File: src/dgtp_pkg.sv
// ---------------------------------------------------------------------------
// dgtp_pkg
// Shared types and constants for the delimited grid tile parser.
// ---------------------------------------------------------------------------
package dgtp_pkg;

    localparam int COORD_BITS = 24;
    localparam int OUT_COORD_BITS = 24;
    localparam int VALUE_BITS = 32;
    localparam int CHAR_BITS = 8;

    localparam logic [CHAR_BITS-1:0] CHAR_NEWLINE = 8'd10;
    localparam logic [CHAR_BITS-1:0] CHAR_NUL = 8'd0;
    localparam logic [CHAR_BITS-1:0] CHAR_PLUS = 8'd43;
    localparam logic [CHAR_BITS-1:0] CHAR_MINUS = 8'd45;
    localparam logic [CHAR_BITS-1:0] CHAR_ZERO = 8'd48;
    localparam logic [CHAR_BITS-1:0] CHAR_NINE = 8'd57;
    localparam logic [CHAR_BITS-1:0] CHAR_SPACE = 8'd32;
    localparam logic [CHAR_BITS-1:0] CHAR_TAB = 8'd9;
    localparam logic [CHAR_BITS-1:0] CHAR_CR = 8'd13;

    typedef enum logic [1:0] {
        REG_STEP_X     = 2'd0,
        REG_STEP_Y     = 2'd1,
        REG_SEPARATOR  = 2'd2,
        REG_EMPTY_TYPE = 2'd3
    } cfg_addr_t;

    localparam logic [7:0] STEP_X_RESET = 8'd16;
    localparam logic [7:0] STEP_Y_RESET = 8'd16;
    localparam logic [7:0] SEPARATOR_RESET = 8'd44;
    localparam logic [VALUE_BITS-1:0] EMPTY_TYPE_RESET = '0;

    typedef struct packed {
        logic                 feed;
        logic                 clear;
        logic [CHAR_BITS-1:0] ch;
    } field_ctrl_t;

    typedef logic [COORD_BITS-1:0] coord_t;

    function automatic coord_t coord_sat_add(input coord_t a, input logic [7:0] b);
        logic [COORD_BITS:0] sum;
        begin
            sum = {1'b0, a} + (COORD_BITS+1)'(b);
            coord_sat_add = sum[COORD_BITS] ? {COORD_BITS{1'b1}} : sum[COORD_BITS-1:0];
        end
    endfunction

    function automatic logic [OUT_COORD_BITS-1:0] coord_out(input coord_t c);
        logic [31:0] wide;
        begin
            wide = 32'(c);
            coord_out = wide[OUT_COORD_BITS-1:0];
        end
    endfunction

endpackage

File: src/dgtp_field_conv.sv
// ---------------------------------------------------------------------------
// dgtp_field_conv
// Per-field decimal conversion: whitespace skip, sign, digit accumulate.
// ---------------------------------------------------------------------------
module dgtp_field_conv
    import dgtp_pkg::*;
(
    input  logic                  clk,
    input  logic                  rst_n,
    input  field_ctrl_t           ctrl,
    output logic [VALUE_BITS-1:0] field_v,
    output logic                  nonempty
);

    typedef enum logic [1:0] {
        PH_WS   = 2'd0,
        PH_NUM  = 2'd1,
        PH_DONE = 2'd2
    } phase_t;

    logic [VALUE_BITS-1:0] value_reg, value_next;
    logic                  neg_reg, neg_next;
    phase_t                phase_reg, phase_next;
    logic                  nonempty_reg, nonempty_next;

    logic                  is_digit;
    logic                  is_space;
    logic [VALUE_BITS-1:0] digit_v;
    logic [VALUE_BITS-1:0] times_ten;

    assign is_digit  = (ctrl.ch >= CHAR_ZERO) && (ctrl.ch <= CHAR_NINE);
    assign is_space  = (ctrl.ch == CHAR_SPACE) || ((ctrl.ch >= CHAR_TAB) && (ctrl.ch <= CHAR_CR));
    assign digit_v   = VALUE_BITS'(ctrl.ch - CHAR_ZERO) & VALUE_BITS'(4'hf);
    assign times_ten = (value_reg << 3) + (value_reg << 1);

    always_comb
    begin
        value_next    = value_reg;
        neg_next      = neg_reg;
        phase_next    = phase_reg;
        nonempty_next = nonempty_reg;
        if (ctrl.clear)
        begin
            value_next    = '0;
            neg_next      = 1'b0;
            phase_next    = PH_WS;
            nonempty_next = 1'b0;
        end
        else if (ctrl.feed)
        begin
            nonempty_next = 1'b1;
            case (phase_reg)
                PH_WS:
                begin
                    if (is_space)
                    begin
                        phase_next = PH_WS;
                    end
                    else if (ctrl.ch == CHAR_PLUS)
                    begin
                        phase_next = PH_NUM;
                    end
                    else if (ctrl.ch == CHAR_MINUS)
                    begin
                        neg_next   = 1'b1;
                        phase_next = PH_NUM;
                    end
                    else if (is_digit)
                    begin
                        value_next = digit_v;
                        phase_next = PH_NUM;
                    end
                    else
                    begin
                        phase_next = PH_DONE;
                    end
                end
                PH_NUM:
                begin
                    if (is_digit)
                        value_next = times_ten + digit_v;
                    else
                        phase_next = PH_DONE;
                end
                default:
                begin
                    phase_next = phase_reg;
                end
            endcase
        end
    end

    always_ff @(posedge clk or negedge rst_n)
    begin
        if (!rst_n)
        begin
            value_reg    <= '0;
            neg_reg      <= 1'b0;
            phase_reg    <= PH_WS;
            nonempty_reg <= 1'b0;
        end
        else
        begin
            value_reg    <= value_next;
            neg_reg      <= neg_next;
            phase_reg    <= phase_next;
            nonempty_reg <= nonempty_next;
        end
    end

    assign field_v  = neg_reg ? (VALUE_BITS'(0) - value_reg) : value_reg;
    assign nonempty = nonempty_reg;

endmodule

File: src/delimited_grid_tile_parser_core.sv
// ---------------------------------------------------------------------------
// delimited_grid_tile_parser_core
// Parses a byte stream of separator-delimited integers into positioned cells.
// ---------------------------------------------------------------------------
//  channel | dir | signals                      | contents
//  s_      | in  | s_tvalid s_tready s_tdata s_tuser | one text byte, end flag
//  m_      | out | m_tvalid m_tready m_tdata    | pos_x, pos_y, block_type
//  cfg_    | in  | cfg_wr_en cfg_addr cfg_wdata | step_x, step_y, separator, empty_type
//
//  One byte per cycle while s_tready is high; each request updates the field
//  state in the cycle it is taken and at most one result lands in the output register.
//  s_tready is low only while the output register is full and not drained.
//  Reset clears field state, positions and loads register defaults.
// ---------------------------------------------------------------------------
module delimited_grid_tile_parser_core
    import dgtp_pkg::*;
(
    input  logic        clk,
    input  logic        rst_n,
    input  logic        s_tvalid,
    output logic        s_tready,
    input  logic [7:0]  s_tdata,   // [7:0] char_in
    input  logic        s_tuser,   // [0] is_end
    output logic        m_tvalid,
    input  logic        m_tready,
    output logic [79:0] m_tdata,   // [23:0] pos_x, [47:24] pos_y, [79:48] block_type
    input  logic        cfg_wr_en,
    input  logic [1:0]  cfg_addr,
    input  logic [31:0] cfg_wdata
);

    logic [7:0]            step_x_reg;
    logic [7:0]            step_y_reg;
    logic [7:0]            separator_reg;
    logic [VALUE_BITS-1:0] empty_type_reg;

    coord_t col_reg, col_next;
    coord_t row_reg, row_next;

    logic                  out_valid_reg, out_valid_next;
    logic [79:0]           out_data_reg;

    logic                  accept;
    logic                  is_sep;
    logic                  is_nl;
    logic                  emit;
    field_ctrl_t           fctrl;
    logic [VALUE_BITS-1:0] field_v;
    logic                  nonempty;
    logic                  not_empty_type;

    dgtp_field_conv u_conv (
        .clk      (clk),
        .rst_n    (rst_n),
        .ctrl     (fctrl),
        .field_v  (field_v),
        .nonempty (nonempty)
    );

    always_ff @(posedge clk or negedge rst_n)
    begin
        if (!rst_n)
        begin
            step_x_reg     <= STEP_X_RESET;
            step_y_reg     <= STEP_Y_RESET;
            separator_reg  <= SEPARATOR_RESET;
            empty_type_reg <= EMPTY_TYPE_RESET;
        end
        else if (cfg_wr_en)
        begin
            case (cfg_addr_t'(cfg_addr))
                REG_STEP_X:     step_x_reg     <= cfg_wdata[7:0];
                REG_STEP_Y:     step_y_reg     <= cfg_wdata[7:0];
                REG_SEPARATOR:  separator_reg  <= cfg_wdata[7:0];
                REG_EMPTY_TYPE: empty_type_reg <= cfg_wdata;
                default:        step_x_reg     <= step_x_reg;
            endcase
        end
    end

    assign s_tready       = !out_valid_reg || m_tready;
    assign accept         = s_tvalid && s_tready;
    assign is_sep         = (s_tdata == separator_reg);
    assign is_nl          = (s_tdata == CHAR_NEWLINE);
    assign not_empty_type = (field_v != empty_type_reg);

    always_comb
    begin
        col_next    = col_reg;
        row_next    = row_reg;
        emit        = 1'b0;
        fctrl.feed  = 1'b0;
        fctrl.clear = 1'b0;
        fctrl.ch    = s_tdata;
        if (accept)
        begin
            if (s_tuser)
            begin
                emit        = nonempty && not_empty_type;
                fctrl.clear = 1'b1;
                col_next    = '0;
                row_next    = '0;
            end
            else if (is_sep)
            begin
                emit        = not_empty_type;
                fctrl.clear = 1'b1;
                col_next    = coord_sat_add(col_reg, step_x_reg);
            end
            else if (is_nl)
            begin
                emit        = nonempty && not_empty_type;
                fctrl.clear = 1'b1;
                col_next    = '0;
                row_next    = coord_sat_add(row_reg, step_y_reg);
            end
            else
            begin
                fctrl.feed = 1'b1;
            end
        end
    end

    always_comb
    begin
        out_valid_next = out_valid_reg;
        if (out_valid_reg && m_tready)
            out_valid_next = 1'b0;
        if (emit)
            out_valid_next = 1'b1;
    end

    always_ff @(posedge clk or negedge rst_n)
    begin
        if (!rst_n)
        begin
            col_reg       <= '0;
            row_reg       <= '0;
            out_valid_reg <= 1'b0;
        end
        else
        begin
            col_reg       <= col_next;
            row_reg       <= row_next;
            out_valid_reg <= out_valid_next;
        end
    end

    always_ff @(posedge clk)
    begin
        if (emit)
            out_data_reg <= {field_v, coord_out(row_reg), coord_out(col_reg)};
    end

    assign m_tvalid = out_valid_reg;
    assign m_tdata  = out_data_reg;

endmodule

File: config.mk
export PLATFORM = sky130hd
export DESIGN_NAME = delimited_grid_tile_parser_core
export DESIGN_NICKNAME = d
export VERILOG_FILES = /design/src/dgtp_pkg.sv /design/src/dgtp_field_conv.sv /design/src/delimited_grid_tile_parser_core.sv
export SDC_FILE = /design/constraint.sdc
export NUM_CORES = 1
export LEC_CHECK = 0
export BUFFER_PORTS_ARGS = -buffer_cell sky130_fd_sc_hd__buf_2
export CAP_MARGIN = 0
export CORE_UTILIZATION = 43
export DETAILED_ROUTE_END_ITERATION = 10
export HOLD_SLACK_MARGIN = 0.02
export SKIP_CTS_REPAIR_TIMING = 1
export SLEW_MARGIN = 20
export SYNTH_ARGS = -nofsm -noshare
export SYNTH_HDL_FRONTEND = slang
export SYNTH_SLANG_ARGS = --single-unit
File: constraint.sdc
create_clock -name clk -period 4.37 [get_ports clk]
set_input_delay 0.6555 -clock clk [delete_from_list [all_inputs] [get_ports clk]]
set_output_delay 0.6555 -clock clk [all_outputs]
set_load 0.01 [all_outputs]
==> impl_results.rst <==
.. list-table::
   :header-rows: 1

   * - Metric
     - Value
   * - Final nets
     - 1532
   * - Final Cycle Share
     - 0.940
   * - Number of placement rows
     - 63
   * - RSZ-0062 raised after global routing
     - no
   * - Detailed-route DRC error count
     - 0
   * - Slew at the pin closest to its max-slew limit
     - 1020 ps
   * - Detailed-route wire length
     - 34200 um
   * - Diode count
     - 0
   * - Chip Width
     - 175 um
   * - Remaining number of nets flagged by the antenna check after routing
     - 0
   * - Post-route setup TNS
     - 0 ps
   * - Max reg flops
     - 80
   * - Met2 global-route usage
     - 0.347
   * - Number of register bits inferred by synthesis
     - 221
   * - Max-capacitance violation count
     - 0
   * - Max-slew headroom at the worst pin
     - 0.317
   * - Buffer type at the clock tree root
     - sky130_fd_sc_hd__clkbuf_16
   * - Worst ir drop on vdd
     - 0.357 mV
   * - Critical Path Start Type
     - flop
   * - Die area
     - 0.0308 mm^2
   * - Number of hold violations in the final report
     - 0
   * - Leakage power of the design
     - 0.00663 uW
   * - GRT Total Usage
     - 0.224
   * - Violation count after the first detailed-routing iteration
     - 807
   * - Hpwl dp
     - 25100 um
   * - Pwr Total
     - 5520 uW
   * - TritonCTS Buffers
     - 26
   * - Max Fclk
     - 244 MHz
   * - Number of non-filler instances in the completed layout
     - 1815
   * - Area growth from synthesis to layout
     - 16.1%
   * - Vertical extent of the die
     - 175 um
   * - Data arrival time of the worst path
     - 4340 ps
   * - Initial standard-cell utilization of the core
     - 0.437
   * - Slack of the worst reg-to-reg path
     - 260 ps
   * - Kind of capture point of the worst setup path
     - flop
   * - Met3 global-route usage
     - 0.0264
   * - Clock slew at the register clock pins of the worst setup and hold paths
     - 60 ps
   * - Dominant cell by count in the synthesized netlist
     - sky130_fd_sc_hd__dfrtp_1
   * - CTS H-tree depth
     - 1
   * - Netlist area before placement
     - 0.0129 mm^2
   * - First-pass GRT wire length
     - 54600 um
   * - Startpoint of the most critical setup path
     - u_conv.value_reg[0]$_DFFE_PN0P_
   * - Yosys warns
     - 0
   * - Number of vias after detailed routing
     - 10.2k
   * - Final setup violation count
     - 0
   * - Clock tree buffer depth
     - 3
   * - Post-placement cell count
     - 1767
   * - Path depth of the worst reg2reg path
     - 12
   * - Capturing point of the worst reg2reg path
     - m_tdata[40]$_DFFE_PP_
   * - Outcome
     - complete, no violations
   * - Minimum setup slack after placement
     - 352 ps
   * - Crit path capture
     - m_tdata[40]$_DFFE_PP_
   * - Most used routing layer
     - met2
   * - Nets in the synthesized netlist
     - 1397
   * - Min cycle time layout
     - 4110 ps
   * - Antenna violations before repair
     - 0
   * - Number of global-route vias before repair
     - 9848
   * - Post-synth top area cell
     - sky130_fd_sc_hd__dfrtp_1
   * - Biggest area contributors in the synthesized netlist
     - sky130_fd_sc_hd__dfrtp_1, sky130_fd_sc_hd__edfxtp_1, sky130_fd_sc_hd__ha_1
   * - Clock tree from TritonCTS
     - built
   * - CP Class
     - reg -> reg
   * - Most instantiated flip-flop cell in the synthesis netlist
     - sky130_fd_sc_hd__dfrtp_1
   * - Via count normalized by instance count
     - 5.61
   * - Sequential fraction of the synthesis area
     - 0.459
   * - Total global routing overflow
     - 0
   * - Post-synthesis async set-or-reset flop share
     - 0.638
   * - Fin Clk Skew
     - 19.2 ps
   * - Cells after synthesis
     - 1270
   * - Pin count of the biggest net entering global routing
     - 89
   * - Proportion of layout cells with a drive suffix above 1
     - 0.204
   * - Highest fanout seen on the critical path
     - 80
   * - Final Max Slew Viols
     - 0
   * - Count of clock tree sinks
     - 221
   * - Count of cell types in the netlist
     - 71
   * - Avg Cell Area, Syn
     - 10.2 um^2
   * - Input/output buffers
     - 129
   * - I/O pins
     - 130
   * - Critical Path RT
     - 4600 ps
   * - Worst-skew pair later-pin latency
     - 540 ps
   * - Worst hold path class
     - in -> async
   * - Core box area
     - 0.0296 mm^2
   * - RR Startpoint
     - u_conv.value_reg[0]$_DFFE_PN0P_
   * - Met1 Usage GRT
     - 0.330
   * - Top-area cell type share of the netlist area
     - 0.263
   * - Power per Cell Area
     - 368 mW/mm^2
   * - Final setup slack of the worst path
     - 264 ps
   * - TritonRoute pass-1 iters
     - 5
   * - Per-cell routed wire length
     - 18.9 um
   * - Weighted congestion at the end of routability-driven global placement
     - 0.915
   * - Cell types with the highest counts after synthesis
     - sky130_fd_sc_hd__dfrtp_1, sky130_fd_sc_hd__nand2_1, sky130_fd_sc_hd__o21ai_0
   * - Number of enable-type register cells in the synthesized netlist
     - 80
-- routing by layer --
layer,vias up,share of wire
met5,-,0
met4,0,0.021
met2,245,0.44
met1,4935,0.49
met3,52,0.045
li1,4946,-
-- placed cells by master, fill, tap and decap left out, types with 11 or more instances in the layout --
master	synthesis	layout
sky130_fd_sc_hd__mux2_2	57	57
sky130_fd_sc_hd__a211oi_1	13	13
sky130_fd_sc_hd__nand2b_1	16	16
sky130_fd_sc_hd__inv_1	36	34
sky130_fd_sc_hd__a21oi_1	78	78
sky130_fd_sc_hd__buf_2	3	128
sky130_fd_sc_hd__a21o_1	27	27
sky130_fd_sc_hd__clkbuf_16	0	26
sky130_fd_sc_hd__o21ai_0	95	95
sky130_fd_sc_hd__and3_1	19	19
sky130_fd_sc_hd__buf_4	0	29
sky130_fd_sc_hd__xnor2_1	76	76
sky130_fd_sc_hd__ha_1	75	74
sky130_fd_sc_hd__nor2b_1	14	14
sky130_fd_sc_hd__o31ai_1	11	11
sky130_fd_sc_hd__nor2_1	79	79
sky130_fd_sc_hd__xor2_1	33	33
sky130_fd_sc_hd__a31oi_1	22	22
sky130_fd_sc_hd__nor3_1	31	31
sky130_fd_sc_hd__or3_1	11	11
sky130_fd_sc_hd__dfrtp_1	136	135
sky130_fd_sc_hd__nor4_1	15	15
sky130_fd_sc_hd__edfxtp_1	80	80
sky130_fd_sc_hd__nand2_1	104	104
sky130_fd_sc_hd__nand3_1	45	44
-- how the worst min path moves through the flow --
stage	startpoint	end	slack [ps]
2_1_floorplan	rst_n	col_reg[0]$_DFFE_PN0P_	360
3_3_place_gp	row_reg[12]$_DFFE_PN0P_	m_tdata[36]$_DFFE_PP_	460
3_5_place_dp	row_reg[12]$_DFFE_PN0P_	m_tdata[36]$_DFFE_PP_	450
4_1_cts	rst_n	col_reg[10]$_DFFE_PN0P_	220
5_1_grt	rst_n	col_reg[10]$_DFFE_PN0P_	240
6_report	rst_n	col_reg[10]$_DFFE_PN0P_	180
-- report_power, final --
group / switching, uW / total, uW / internal (uW)
registers: 161 / 2510 / 2350
logic: 471 / 864 / 393
clock network: 849 / 2150 / 1300
-- kinds of logic after synthesis --
| kind of cell | count (synthesis) | synth area share |
|---|---|---|
| AND/OR/NAND/NOR | 387 | 0.148 |
| AO/OA/AOI/OAI | 320 | 0.157 |
| flip-flops | 221 | 0.459 |
| XOR/XNOR | 109 | 0.0738 |
| buffers and inverters | 90 | 0.0281 |
| adder cells (fa/ha/maj) | 79 | 0.0787 |
| multiplexers | 64 | 0.0550 |
-- cell type report --
| class | instances | area [um^2] |
|---|---|---|
| Fill cell | 2744 | 14600 |
| Multi-Input combinational cell | 959 | 6670 |
| Sequential cell | 221 | 5940 |
| Timing Repair Buffer | 161 | 930 |
| Clock buffer | 38 | 746 |
| Tap cell | 390 | 488 |
| Inverter | 36 | 139 |
| Clock inverter | 10 | 111 |
-- worst max-delay path: stages (launching register included) --
cell,delay (ps)
sky130_fd_sc_hd__dfrtp_2,480
sky130_fd_sc_hd__inv_2,70
sky130_fd_sc_hd__ha_2,170
sky130_fd_sc_hd__or3b_4,400
sky130_fd_sc_hd__or4_4,530
sky130_fd_sc_hd__o31ai_4,270
sky130_fd_sc_hd__xnor2_1,100
sky130_fd_sc_hd__nor4_1,380
sky130_fd_sc_hd__nand3_1,130
sky130_fd_sc_hd__or4_4,510
sky130_fd_sc_hd__o31ai_4,290
sky130_fd_sc_hd__clkinvlp_4,150
sky130_fd_sc_hd__buf_12,240
-- metrics by stage --
stage	utilization	hold slack [ps]	area, um^2
floorplan	-	360	13000
global placement	0.478	459	14200
detailed placement	0.478	453	14200
CTS	0.507	222	15000
global route	0.507	241	15000
finish	0.507	185	15000
(Power assumes the default switching activity.)
